<file path="config.mk">
export PLATFORM = sky130hd
export DESIGN_NAME = humidity_temp_frame_decoder_unit
export DESIGN_NICKNAME = d
export VERILOG_FILES = /design/src/design/htfd_pkg.sv /design/src/design/humidity_temp_frame_decoder_unit.sv
export SDC_FILE = /design/constraint.sdc
export NUM_CORES = 1
export LEC_CHECK = 0
export ABC_AREA = 1
export BUFFER_PORTS_ARGS = -buffer_cell sky130_fd_sc_hd__buf_2
export CORE_ASPECT_RATIO = 1.2
export CORE_MARGIN = 3
export CORE_UTILIZATION = 28
export CTS_BUF_LIST = sky130_fd_sc_hd__clkbuf_8
export DETAILED_ROUTE_END_ITERATION = 6
export GPL_ROUTABILITY_DRIVEN = 0
export PLACE_DENSITY_LB_ADDON = 0.12
export SYNTH_ARGS = -nofsm -noshare
export SYNTH_HDL_FRONTEND = slang
export SYNTH_SLANG_ARGS = --single-unit
</file>
<file path="constraint.sdc">
create_clock -name clk -period 9.3 [get_ports clk]
set_input_delay 1.395 -clock clk [delete_from_list [all_inputs] [get_ports clk]]
set_output_delay 1.395 -clock clk [all_outputs]
set_load 0.02 [all_outputs]
</file>
<file path="src/design/htfd_pkg.sv">
// Shared constants, types and the CRC-8 byte update for the sensor frame decoder.
package htfd_pkg;

    localparam logic [7:0] CRC_POLY        = 8'h31;
    localparam logic [7:0] CRC_INIT        = 8'hFF;
    localparam int         STATUS_BUSY_BIT = 7;

    localparam logic [2:0] IDX_FIRST_DATA  = 3'd1;
    localparam logic [2:0] IDX_CRC_BYTE    = 3'd6;
    localparam logic [2:0] IDX_IDLE        = 3'd7;

    localparam int PAYLOAD_BYTES = 6;
    localparam int RAW_BITS      = 20;
    localparam int HUM_BITS      = 7;
    localparam int TEMP_BITS     = 9;
    localparam int OUT_BITS      = 2 + 2 * RAW_BITS + HUM_BITS + TEMP_BITS + 8;
    localparam int OUT_BYTES_W   = ((OUT_BITS + 7) / 8) * 8;

    localparam logic [6:0] HUM_SCALE    = 7'd100;
    localparam logic [7:0] TEMP_SCALE   = 8'd200;
    localparam logic [8:0] TEMP_OFFSET  = 9'd50;

    typedef enum logic [1:0] {
        STATUS_OK      = 2'd0,
        STATUS_BUSY    = 2'd1,
        STATUS_CRC_ERR = 2'd2
    } frame_status_t;

    // MSB-first CRC-8 over one byte, eight shift steps unrolled
    function automatic logic [7:0] crc_byte(input logic [7:0] crc, input logic [7:0] b);
        logic [7:0] c;
        c = crc ^ b;
        for (int k = 0; k < 8; k++) begin
            if (c[7])
            begin
                c = {c[6:0], 1'b0} ^ CRC_POLY;
            end
            else
            begin
                c = {c[6:0], 1'b0};
            end
        end
        return c;
    endfunction

endpackage

</file>
<file path="src/design/humidity_temp_frame_decoder_unit.sv">
// Top level of the sensor read-frame decoder: byte tracking, CRC check, value conversion.
//
// Accepts one frame byte per clock cycle on the slave stream (tuser marks the status byte that
// opens a frame). The running CRC-8 and the payload bytes update at the accepting edge, and on
// the CRC byte the decoded result is loaded into the output register, so it appears on the
// master stream in the cycle after that byte is accepted. The output register decouples the two
// sides: the slave side only stalls while a finished result is held and the master side does
// not take it in that same cycle. Sustained rate is one byte per cycle; one result per
// seven-byte frame. Bytes without a frame start while idle are dropped, and a frame start
// always restarts the frame.
module humidity_temp_frame_decoder_unit
(
    input  logic                                 clk,
    input  logic                                 rst_n,

    input  logic                                 s_axis_tvalid,
    output logic                                 s_axis_tready,
    input  logic [7:0]                           s_axis_tdata,   // [7:0] rx_byte
    input  logic                                 s_axis_tuser,   // [0] frame_start

    output logic                                 m_axis_tvalid,
    input  logic                                 m_axis_tready,
    // [1:0] frame_status, [21:2] humidity_code, [41:22] temperature_code,
    // [48:42] humidity_percent, [57:49] temperature_celsius, [65:58] computed_crc, rest zero
    output logic [htfd_pkg::OUT_BYTES_W-1:0]     m_axis_tdata
);

    logic [2:0]  byte_index_reg, byte_index_next;
    logic [7:0]  crc_reg, crc_next;
    logic [7:0]  payload_reg [htfd_pkg::PAYLOAD_BYTES];

    logic                                out_valid_reg, out_valid_next;
    logic [htfd_pkg::OUT_BYTES_W-1:0]    out_data_reg, out_data_next;

    logic        s_accept;
    logic        data_byte;
    logic        crc_byte_in;
    logic [7:0]  crc_step;

    logic [htfd_pkg::RAW_BITS-1:0]       hum_raw, temp_raw;
    logic [htfd_pkg::RAW_BITS+6:0]       hum_prod;
    logic [htfd_pkg::RAW_BITS+7:0]       temp_prod;
    logic [htfd_pkg::HUM_BITS-1:0]       hum_pct;
    logic signed [htfd_pkg::TEMP_BITS-1:0] temp_c;
    htfd_pkg::frame_status_t             status;

    assign s_axis_tready = !out_valid_reg || m_axis_tready;
    assign s_accept      = s_axis_tvalid && s_axis_tready;
    assign m_axis_tvalid = out_valid_reg;
    assign m_axis_tdata  = out_data_reg;

    assign data_byte   = !s_axis_tuser && (byte_index_reg >= htfd_pkg::IDX_FIRST_DATA)
                         && (byte_index_reg < htfd_pkg::IDX_CRC_BYTE);
    assign crc_byte_in = !s_axis_tuser && (byte_index_reg == htfd_pkg::IDX_CRC_BYTE);

    // a frame start restarts the CRC from its initial value
    assign crc_step = htfd_pkg::crc_byte(s_axis_tuser ? htfd_pkg::CRC_INIT : crc_reg,
                                         s_axis_tdata);

    always_comb
    begin
        hum_raw  = {payload_reg[1], payload_reg[2], payload_reg[3][7:4]};
        temp_raw = {payload_reg[3][3:0], payload_reg[4], payload_reg[5]};
        hum_prod  = {7'd0, hum_raw} * {{(htfd_pkg::RAW_BITS){1'b0}}, htfd_pkg::HUM_SCALE};
        temp_prod = {8'd0, temp_raw} * {{(htfd_pkg::RAW_BITS){1'b0}}, htfd_pkg::TEMP_SCALE};
        hum_pct   = hum_prod[htfd_pkg::RAW_BITS +: htfd_pkg::HUM_BITS];
        temp_c    = $signed({1'b0, temp_prod[htfd_pkg::RAW_BITS +: 8]}
                            - htfd_pkg::TEMP_OFFSET);

        priority if (payload_reg[0][htfd_pkg::STATUS_BUSY_BIT])
        begin
            status = htfd_pkg::STATUS_BUSY;
        end
        else if (crc_reg != s_axis_tdata)
        begin
            status = htfd_pkg::STATUS_CRC_ERR;
        end
        else
        begin
            status = htfd_pkg::STATUS_OK;
        end
    end

    always_comb
    begin
        byte_index_next = byte_index_reg;
        crc_next        = crc_reg;
        out_valid_next  = out_valid_reg;
        out_data_next   = out_data_reg;

        if (out_valid_reg && m_axis_tready)
        begin
            out_valid_next = 1'b0;
        end

        if (s_accept)
        begin
            if (s_axis_tuser)
            begin
                byte_index_next = htfd_pkg::IDX_FIRST_DATA;
                crc_next        = crc_step;
            end
            else if (data_byte)
            begin
                byte_index_next = byte_index_reg + 3'd1;
                crc_next        = crc_step;
            end
            else if (crc_byte_in)
            begin
                byte_index_next = htfd_pkg::IDX_IDLE;
                out_valid_next  = 1'b1;
                out_data_next   = {{(htfd_pkg::OUT_BYTES_W - htfd_pkg::OUT_BITS){1'b0}},
                                   crc_reg, temp_c, hum_pct, temp_raw, hum_raw, status};
            end
        end
    end

    always_ff @(posedge clk or negedge rst_n)
    begin
        if (!rst_n)
        begin
            byte_index_reg <= htfd_pkg::IDX_IDLE;
            crc_reg        <= htfd_pkg::CRC_INIT;
            out_valid_reg  <= 1'b0;
        end
        else
        begin
            byte_index_reg <= byte_index_next;
            crc_reg        <= crc_next;
            out_valid_reg  <= out_valid_next;
        end
    end

    // payload and result data carry no reset
    always_ff @(posedge clk)
    begin
        out_data_reg <= out_data_next;
        if (s_accept && s_axis_tuser)
        begin
            payload_reg[0] <= s_axis_tdata;
        end
        else if (s_accept && data_byte)
        begin
            payload_reg[byte_index_reg] <= s_axis_tdata;
        end
    end

    // the CRC byte of a frame always produces a result next cycle
    a_crc_byte_result: assert property (@(posedge clk) disable iff (!rst_n)
        s_accept && crc_byte_in |=> m_axis_tvalid)
        else $error("CRC byte accepted without a result");

    // a frame start leaves the index at the first data byte and the CRC over the status byte
    a_frame_start: assert property (@(posedge clk) disable iff (!rst_n)
        s_accept && s_axis_tuser |=> byte_index_reg == htfd_pkg::IDX_FIRST_DATA
            && crc_reg == htfd_pkg::crc_byte(htfd_pkg::CRC_INIT, $past(s_axis_tdata)))
        else $error("frame start did not restart the frame");

    // the input side stalls only behind a held result
    a_stall_cause: assert property (@(posedge clk) disable iff (!rst_n)
        !s_axis_tready |-> m_axis_tvalid && !m_axis_tready)
        else $error("input stalled with no result held");

    // index zero is never used
    a_index_range: assert property (@(posedge clk) disable iff (!rst_n)
        byte_index_reg != 3'd0)
        else $error("byte index left its range");

endmodule

</file>
==> flow_summary.toml, run 1 <==
[clocking]
clk_pin_slew_worst_paths_ns = 0.08
cts_setup_buffers = 0
htree_levels = 4
tritoncts = "yes"
clkLatencyLatePin_ns = 0.45
cts_sinks = 119
cts_buffer_depth = 2
cts.repair.resized = 0
root_buffer = "clkbuf_8"
cts_buffers = 17
ctsHoldBuffers = 0

[logic_synthesis]
syn_inst = 807
ys.warnings.count = 0
yosysTopAreaCell = "edfxtp_1"
synth_top_area_share_pct = 38.9
synthTopCellsByArea = "edfxtp_1 (39%), ha_1 (20%), inv_1 (7.6%)"
synth_edf_count = 107
synth_seq_cells = 119
synth_cell_types = 44
yosysSeqAreaShare_pct = 42.7
netlist_area_sq_mm = 0.00825
ys.flop_type = "edfxtp_1"
syn_avg_cell_area_sq_um = 10.2
synth_async_sr_flop_share_pct = 10.1

[floorplan]
initial_core_util_pct = 28.5
die_x_microns = 163
fp-row-count = 68
num_io_pins = 87
die_y_microns = 194
core_area_sq_mm = 0.0289
dieArea_sq_mm = 0.0316

[timing]
fin_ws_ns = 5.57
whs_ns = 0.505
finalSetupViolations = 0
skew_ns = 0.0110
finalCritPeriodShare_pct = 40.1
final.setup.tns_ns = 0
max_slew_margin_pct = 28.9
layout_min_cycle_time_ns = 3.73
tightest_slew_ns = 1.06
max_freq_mhz = 268
rsz0062_at_grt = "no"
drv_slew = 0
hold_viol_final = 0

[pwr]
p_per_area_mw_per_mm2 = 233
power_mw = 2.22
ir_drop_mv = 0.0884
leakage_nw = 4.56

[worst_setup_path]
path_buf_inv = 2
critPathLaunchType = "flip-flop"
cp_max_fo = 6
worstSetupEndpointType = "flip-flop"
crit_start = "payload_reg[4][6]$_DFFE_PP_"
slowest_stage = "fa_1"
criticalPathCategory = "flip-flop to flip-flop"
max_stage_delay_ns = 0.50
arrival_ns = 3.94
r2r_start = "payload_reg[4][6]$_DFFE_PP_"
r2r_setup_slack_ns = 5.57
critPathTopFamily = "adder cells"
crit_path_cell_trace = "ha_1, ha_1, inv_1, fa_1, inv_1, ha_1, a21oi_1, o21ai_1, nor2_1, nand2_1, xor2_1, ha_1, nand3_1, nand3_1, nand2_1, nand2_1, nand2_1"
worst_ep_required_time_ns = 9.52

[global_routing]
grt_use_met2_pct = 20.7
busiest_layer = "met2"
grt_max_degree = 45
grt-ovfl-total = 0
antenna_found_initial = 0
grt_pass1_vias = 5739
globalRouteTotalUtil_pct = 12.4
met1_usage_pct = 16.3
grt_pass1_wl_mm = 30.4
grtUsageMet3_pct = 2.33

[layout]
largest_register_ffs = 66
stdcell_count = 1302
synthToLayoutAreaGrowth_pct = 15.3
layout.nets = 1074
layout-drive-gt1-share_pct = 15.5
num_antenna_cells = 0

[routing]
wl_per_cell_microns = 14.6
drt-total-wl_mm = 19.1
ant_nets = 0
viasPerCell = 4.33
drc_errors = 0
vias = 5644
drt-pass1-iter-count = 4
drt-initial-drc-count = 215

[status]
status = "complete, no violations"

[flow_run]
cap_viol_max_count = 0

[placement]
dp_hpwl_mm = 14.9
dp.cells = 1270
portBuffers = 80
pre_cts_slack_ns = 5.56

[min_path]
min-delay-path-class = "flip-flop to flip-flop"
hold_path.startpoint = "crc_reg[1]$_DFFE_PN1P_"
==> final timing paths <==
check	to	depth (start not counted)
worst max-delay path	m_axis_tdata[56]$_DFFE_PP_	17
worst min-delay path	crc_reg[1]$_DFFE_PN1P_	2
worst max register to register	m_axis_tdata[56]$_DFFE_PP_	17
worst min register to register	crc_reg[1]$_DFFE_PN1P_	2
max in group asynchronous	byte_index_reg[1]$_DFFE_PN1P_	1
min in group asynchronous	m_axis_tvalid$_DFF_PN0_	1
==> report_power, final <==
group | leakage (nW) | total, mW | internal (mW) | switching [mW]
Combinational | 3.26 | 0.967 | 0.364 | 0.603
Sequential | 1.10 | 0.747 | 0.689 | 0.0576
Clock | 0.207 | 0.507 | 0.278 | 0.229
==> per-stage QoR <==
stage          instance area, sq um  utilization, %
5_1_grt                        9520            32.9
6_report                       9520            32.9
3_5_place_dp                   9100            31.5
3_3_place_gp                   9100            31.5
4_1_cts                        9520            32.9
2_1_floorplan                  8270               -
==> routing by layer <==
metal  up-vias  share of wire (%)
met5         -                  0
met4         0                1.5
met3        21                3.4
met2        95                 48
met1      2662                 47
li1       2866                  -
==> cell type report <==
| type | count | area [sq um] |
|---|---|---|
| inverter | 172 | 651 |
| multi-input combinational | 513 | 4030 |
| clock buffer | 19 | 262 |
| tap | 385 | 482 |
| sequential | 119 | 3530 |
| clock inverter | 13 | 155 |
| timing repair buffer | 81 | 408 |
| fill | 3071 | 19400 |
==> worst reg2reg max path, stage by stage, from the launching register on <==
cell and delay (ns):
edfxtp_1 0.47, ha_1 0.33, ha_1 0.27, inv_1 0.05, fa_1 0.50, inv_1 0.04
ha_1 0.37, a21oi_1 0.33, o21ai_1 0.17, nor2_1 0.13, nand2_1 0.07, xor2_1 0.18
ha_1 0.22, nand3_1 0.10, nand3_1 0.10, nand2_1 0.06, nand2_1 0.05, nand2_1 0.04
==> synthesized netlist by cell type (3+ instances only) <==
cell type	number
inv_1	167
ha_1	129
nand2_1	117
edfxtp_1	107
a21oi_1	44
nor2_1	41
fa_1	28
nand3_1	27
xor2_1	25
o21ai_0	19
dfstp_2	11
nand4_1	10
nor3_1	8
o21ai_1	8
xnor2_1	7
buf_4	6
a31oi_1	4
inv_2	4
nor4_1	4
xnor2_2	4
a21o_1	3
nor2_2	3
o21bai_1	3
==> cells in the final DEF, fill, tap and decap left out, types with 2 or more instances in the layout <==
master      netlist  layout
bufinv_16         0       3
or2_1             2       2
o211ai_1          2       2
nor2_4            2       2
ha_1            129     129
a31oi_1           4       4
a21o_1            3       3
nor2_1           41      41
buf_2             1      80
inv_6             0       2
nand4_1          10      10
clkinv_2          0       2
o21ai_0          19      19
edfxtp_1        107     107
o21bai_1          3       3
a41oi_1           2       2
xnor2_1           7       7
nand2_1         117     117
nor4_1            4       4
dfstp_2          11      11
nand3b_1          2       2
fa_1             28      28
o21ai_1           8       8
xor2_1           25      25
nor2_2            3       3
nor3_1            8       8
o21a_1            2       2
nand2_2           2       2
clkbuf_8          0      19
inv_2             4       5
a21oi_1          44      44
nand3_1          27      27
xnor2_2           4       4
conb_1            1       6
inv_1           167     168
clkinvlp_4        0       4
==> cell families (layout without fill, tap and decap cells) <==
family | Yosys count | after routing | share of synthesized area (%)
AND/OR/NAND/NOR | 221 | 221 | 11.6
buffers and inverters | 180 | 285 | 8.62
adder cells (fa/ha/maj) | 157 | 157 | 26.3
flip-flops | 119 | 119 | 42.7
AO/OA/AOI/OAI | 92 | 92 | 6.31
XOR/XNOR | 36 | 36 | 4.18
other | 1 | 6 | 0.0454
multiplexers | 1 | 1 | 0.121
(Power assumes the default switching activity.)
==> run 2, diff against run 1 <==
- clock period: 9.3 -> 3.2 ns (I/O delays scaled with it)
==> run 2 against run 1 <==
Final cell count rose by 8.4%. Worst setup slack worse by 5.7 ns. Non-clock buffer count rose by 110. Clock power rose to 2.8 times the previous value. Critical path depth down 2. Sequential share of layout area shrank 5.1 points. The run now ends with negative setup slack left. Global-route usage rose by 0.34 points. Critical endpoint unchanged. Clock skew is 0.012 ns higher. Largest power group unchanged. Via count grew 7.1%. Combinational power rose to 4.5 times the previous value. Power grew to 3.6 times the previous value. Final area increased by 16%.
==> flow_summary.toml, run 2 (synthesis results as in run 1) <==
[placement]
dp_hpwl_mm = 15.2
dpl_cell_area_sq_mm = 0.00980
portBuffers = 80

[timing]
finalSetupViolations = 6
skew_ns = 0.0234
hold_viol_final = 0
max_slew_margin_pct = 57.4
tightest_slew_ns = 0.636
max_freq_mhz = 301
finalCritPeriodShare_pct = 104
fin_ws_ns = -0.120
layout_min_cycle_time_ns = 3.32
drv_slew = 0
rsz0062_at_grt = "yes"

[floorplan]
die_x_microns = 163
initial_core_util_pct = 28.5
fp-row-count = 68
die_y_microns = 194
num_io_pins = 87
dieArea_sq_mm = 0.0316
core_area_sq_mm = 0.0289

[worst_setup_path]
worstSetupEndpointType = "flip-flop"
critPathTopFamily = "adder cells"
crit_top_cell = "nand2_1"
slowest_stage = "fa_1"
path_buf_inv = 0
criticalPathCategory = "flip-flop to flip-flop"
critPathLaunchType = "flip-flop"
crit_start = "payload_reg[4][4]$_DFFE_PP_"
arrival_ns = 3.53
max_stage_delay_ns = 0.54
r2r_start = "payload_reg[4][4]$_DFFE_PP_"
worst_ep_required_time_ns = 3.41
cp_max_fo = 4
crit_path_cell_trace = "ha_1, ha_1, fa_1, ha_4, a21oi_1, o21ai_2, nor2_2, nand2_2, xor2_4, ha_4, nand3_4, nand3_2, nand2_1, nand2_1, nand2_1"

[layout]
layout.nets = 1184
final_core_util_pct = 38.1
multi_input_area_sq_mm = 0.00469
stdcell_area_sq_mm = 0.0110
final_cell_mix = "inv_1 (150), edfxtp_1 (107), buf_4 (106)"
fillers = 2968
layout-drive-gt1-share_pct = 35.7
regArea_sq_mm = 0.00353
mostFrequentLayoutCell = "inv_1"
synthToLayoutAreaGrowth_pct = 33.5
largest_register_ffs = 66
num_antenna_cells = 0

[pwr]
p_per_area_mw_per_mm2 = 716
swShare_pct = 40.5
p_comb_share_pct = 54.6
p_int_mw = 4.70
ir_drop_mv = 0.288
p_switching_mw = 3.20
leakage_nw = 5.16
pwr-share-clk_pct = 18.3
seq_power_share_pct = 27.1

[status]
violations = "negative setup slack"
status = "finished, violations left"

[global_routing]
grt_pass1_vias = 6106
busiest_layer = "met2"
grt-ovfl-total = 0
met1_usage_pct = 16.7
antenna_found_initial = 1
grt_pass1_wl_mm = 31.8
grtUsageMet3_pct = 2.71
globalRouteTotalUtil_pct = 12.8
grt_use_met2_pct = 21.1
grt_max_degree = 29

[routing]
drc_errors = 0
drt-initial-drc-count = 186
ant_nets = 0
drt-pass1-iter-count = 6
drt-total-wl_mm = 19.8
wl_per_cell_microns = 14.0
vias = 6043
viasPerCell = 4.28

[flow_run]
cap_viol_max_count = 0

[min_path]
min-delay-path-class = "primary input to flip-flop"
hold_path.startpoint = "m_axis_tready"

[clocking]
root_buffer = "clkbuf_8"
cts_sinks = 119
htree_levels = 4
clk_pin_slew_worst_paths_ns = 0.09
tritoncts = "yes"
cts_buffer_depth = 2
clkLatencyLatePin_ns = 0.45
cts_buffers = 17
run 2: tightest hold or removal path: cells and delay by family:
family	cells	cell delay, ns
buffers and inverters	2	0.11
and+or+nand+nor	2	0.13
run 2: path summary, 6_finish.rpt:
path                       slack (ns)                          to  cells past startpoint
hold reg to reg                  0.50      crc_reg[1]$_DFFE_PN1P_                      2
max in group asynchronous        2.43      crc_reg[2]$_DFFE_PN1P_                      2
min in group asynchronous        0.45     m_axis_tvalid$_DFF_PN0_                      2
setup reg to reg                -0.12  m_axis_tdata[56]$_DFFE_PP_                     15
hold / removal                   0.30     m_axis_tvalid$_DFF_PN0_                      4
setup / recovery                -0.12  m_axis_tdata[56]$_DFFE_PP_                     15
run 2: final cells by class:
class                   count  share of cell area [%]
clock buffers              17                    2.12
clock inverters            15                    1.52
inverters                 172                    5.95
multi-input cells         513                    42.5
flip-flops and latches    119                    32.0
well taps                 385                    4.37
repair buffers            191                    11.5
run 2: power groups by stage:
stage / clock (mW) / sequential, mW / combinational (mW)
after floorplan: 0 / 2.16 / 2.31
after global placement: 0 / 2.18 / 3.44
after detailed placement: 0 / 2.18 / 3.41
after CTS: 1.51 / 2.14 / 3.88
after global routing: 1.57 / 2.16 / 4.87
final: 1.44 / 2.14 / 4.31
run 2: metal layers:
metal,share of wire [%],vias up
met5,0,-
met4,1.6,0
met3,3.5,19
met2,48,96
met1,47,2842
li1,-,3086
run 2: per-stage QoR:
step	hold WS, ns	TNS (ns)	worst slack [ns]	instances	power [mW]
2_1_floorplan	0.184	0	0.00237	812	4.47
3_5_place_dp	0.405	-1.72	-0.361	1345	5.59
5_1_grt	0.272	-1.64	-0.334	1412	8.60
4_1_cts	0.259	-0.298	-0.0836	1395	7.53
3_3_place_gp	0.402	-1.42	-0.313	1345	5.62
6_report	0.299	-0.450	-0.120	1412	7.89
run 2: what timing repair did:
item	CTS	global route
pin swaps	42	45
resized for setup	57	73
hold buffers	1	0
setup endpoints to repair	8	15
buffers inserted	17	17
endpoints found under the hold margin	1	0
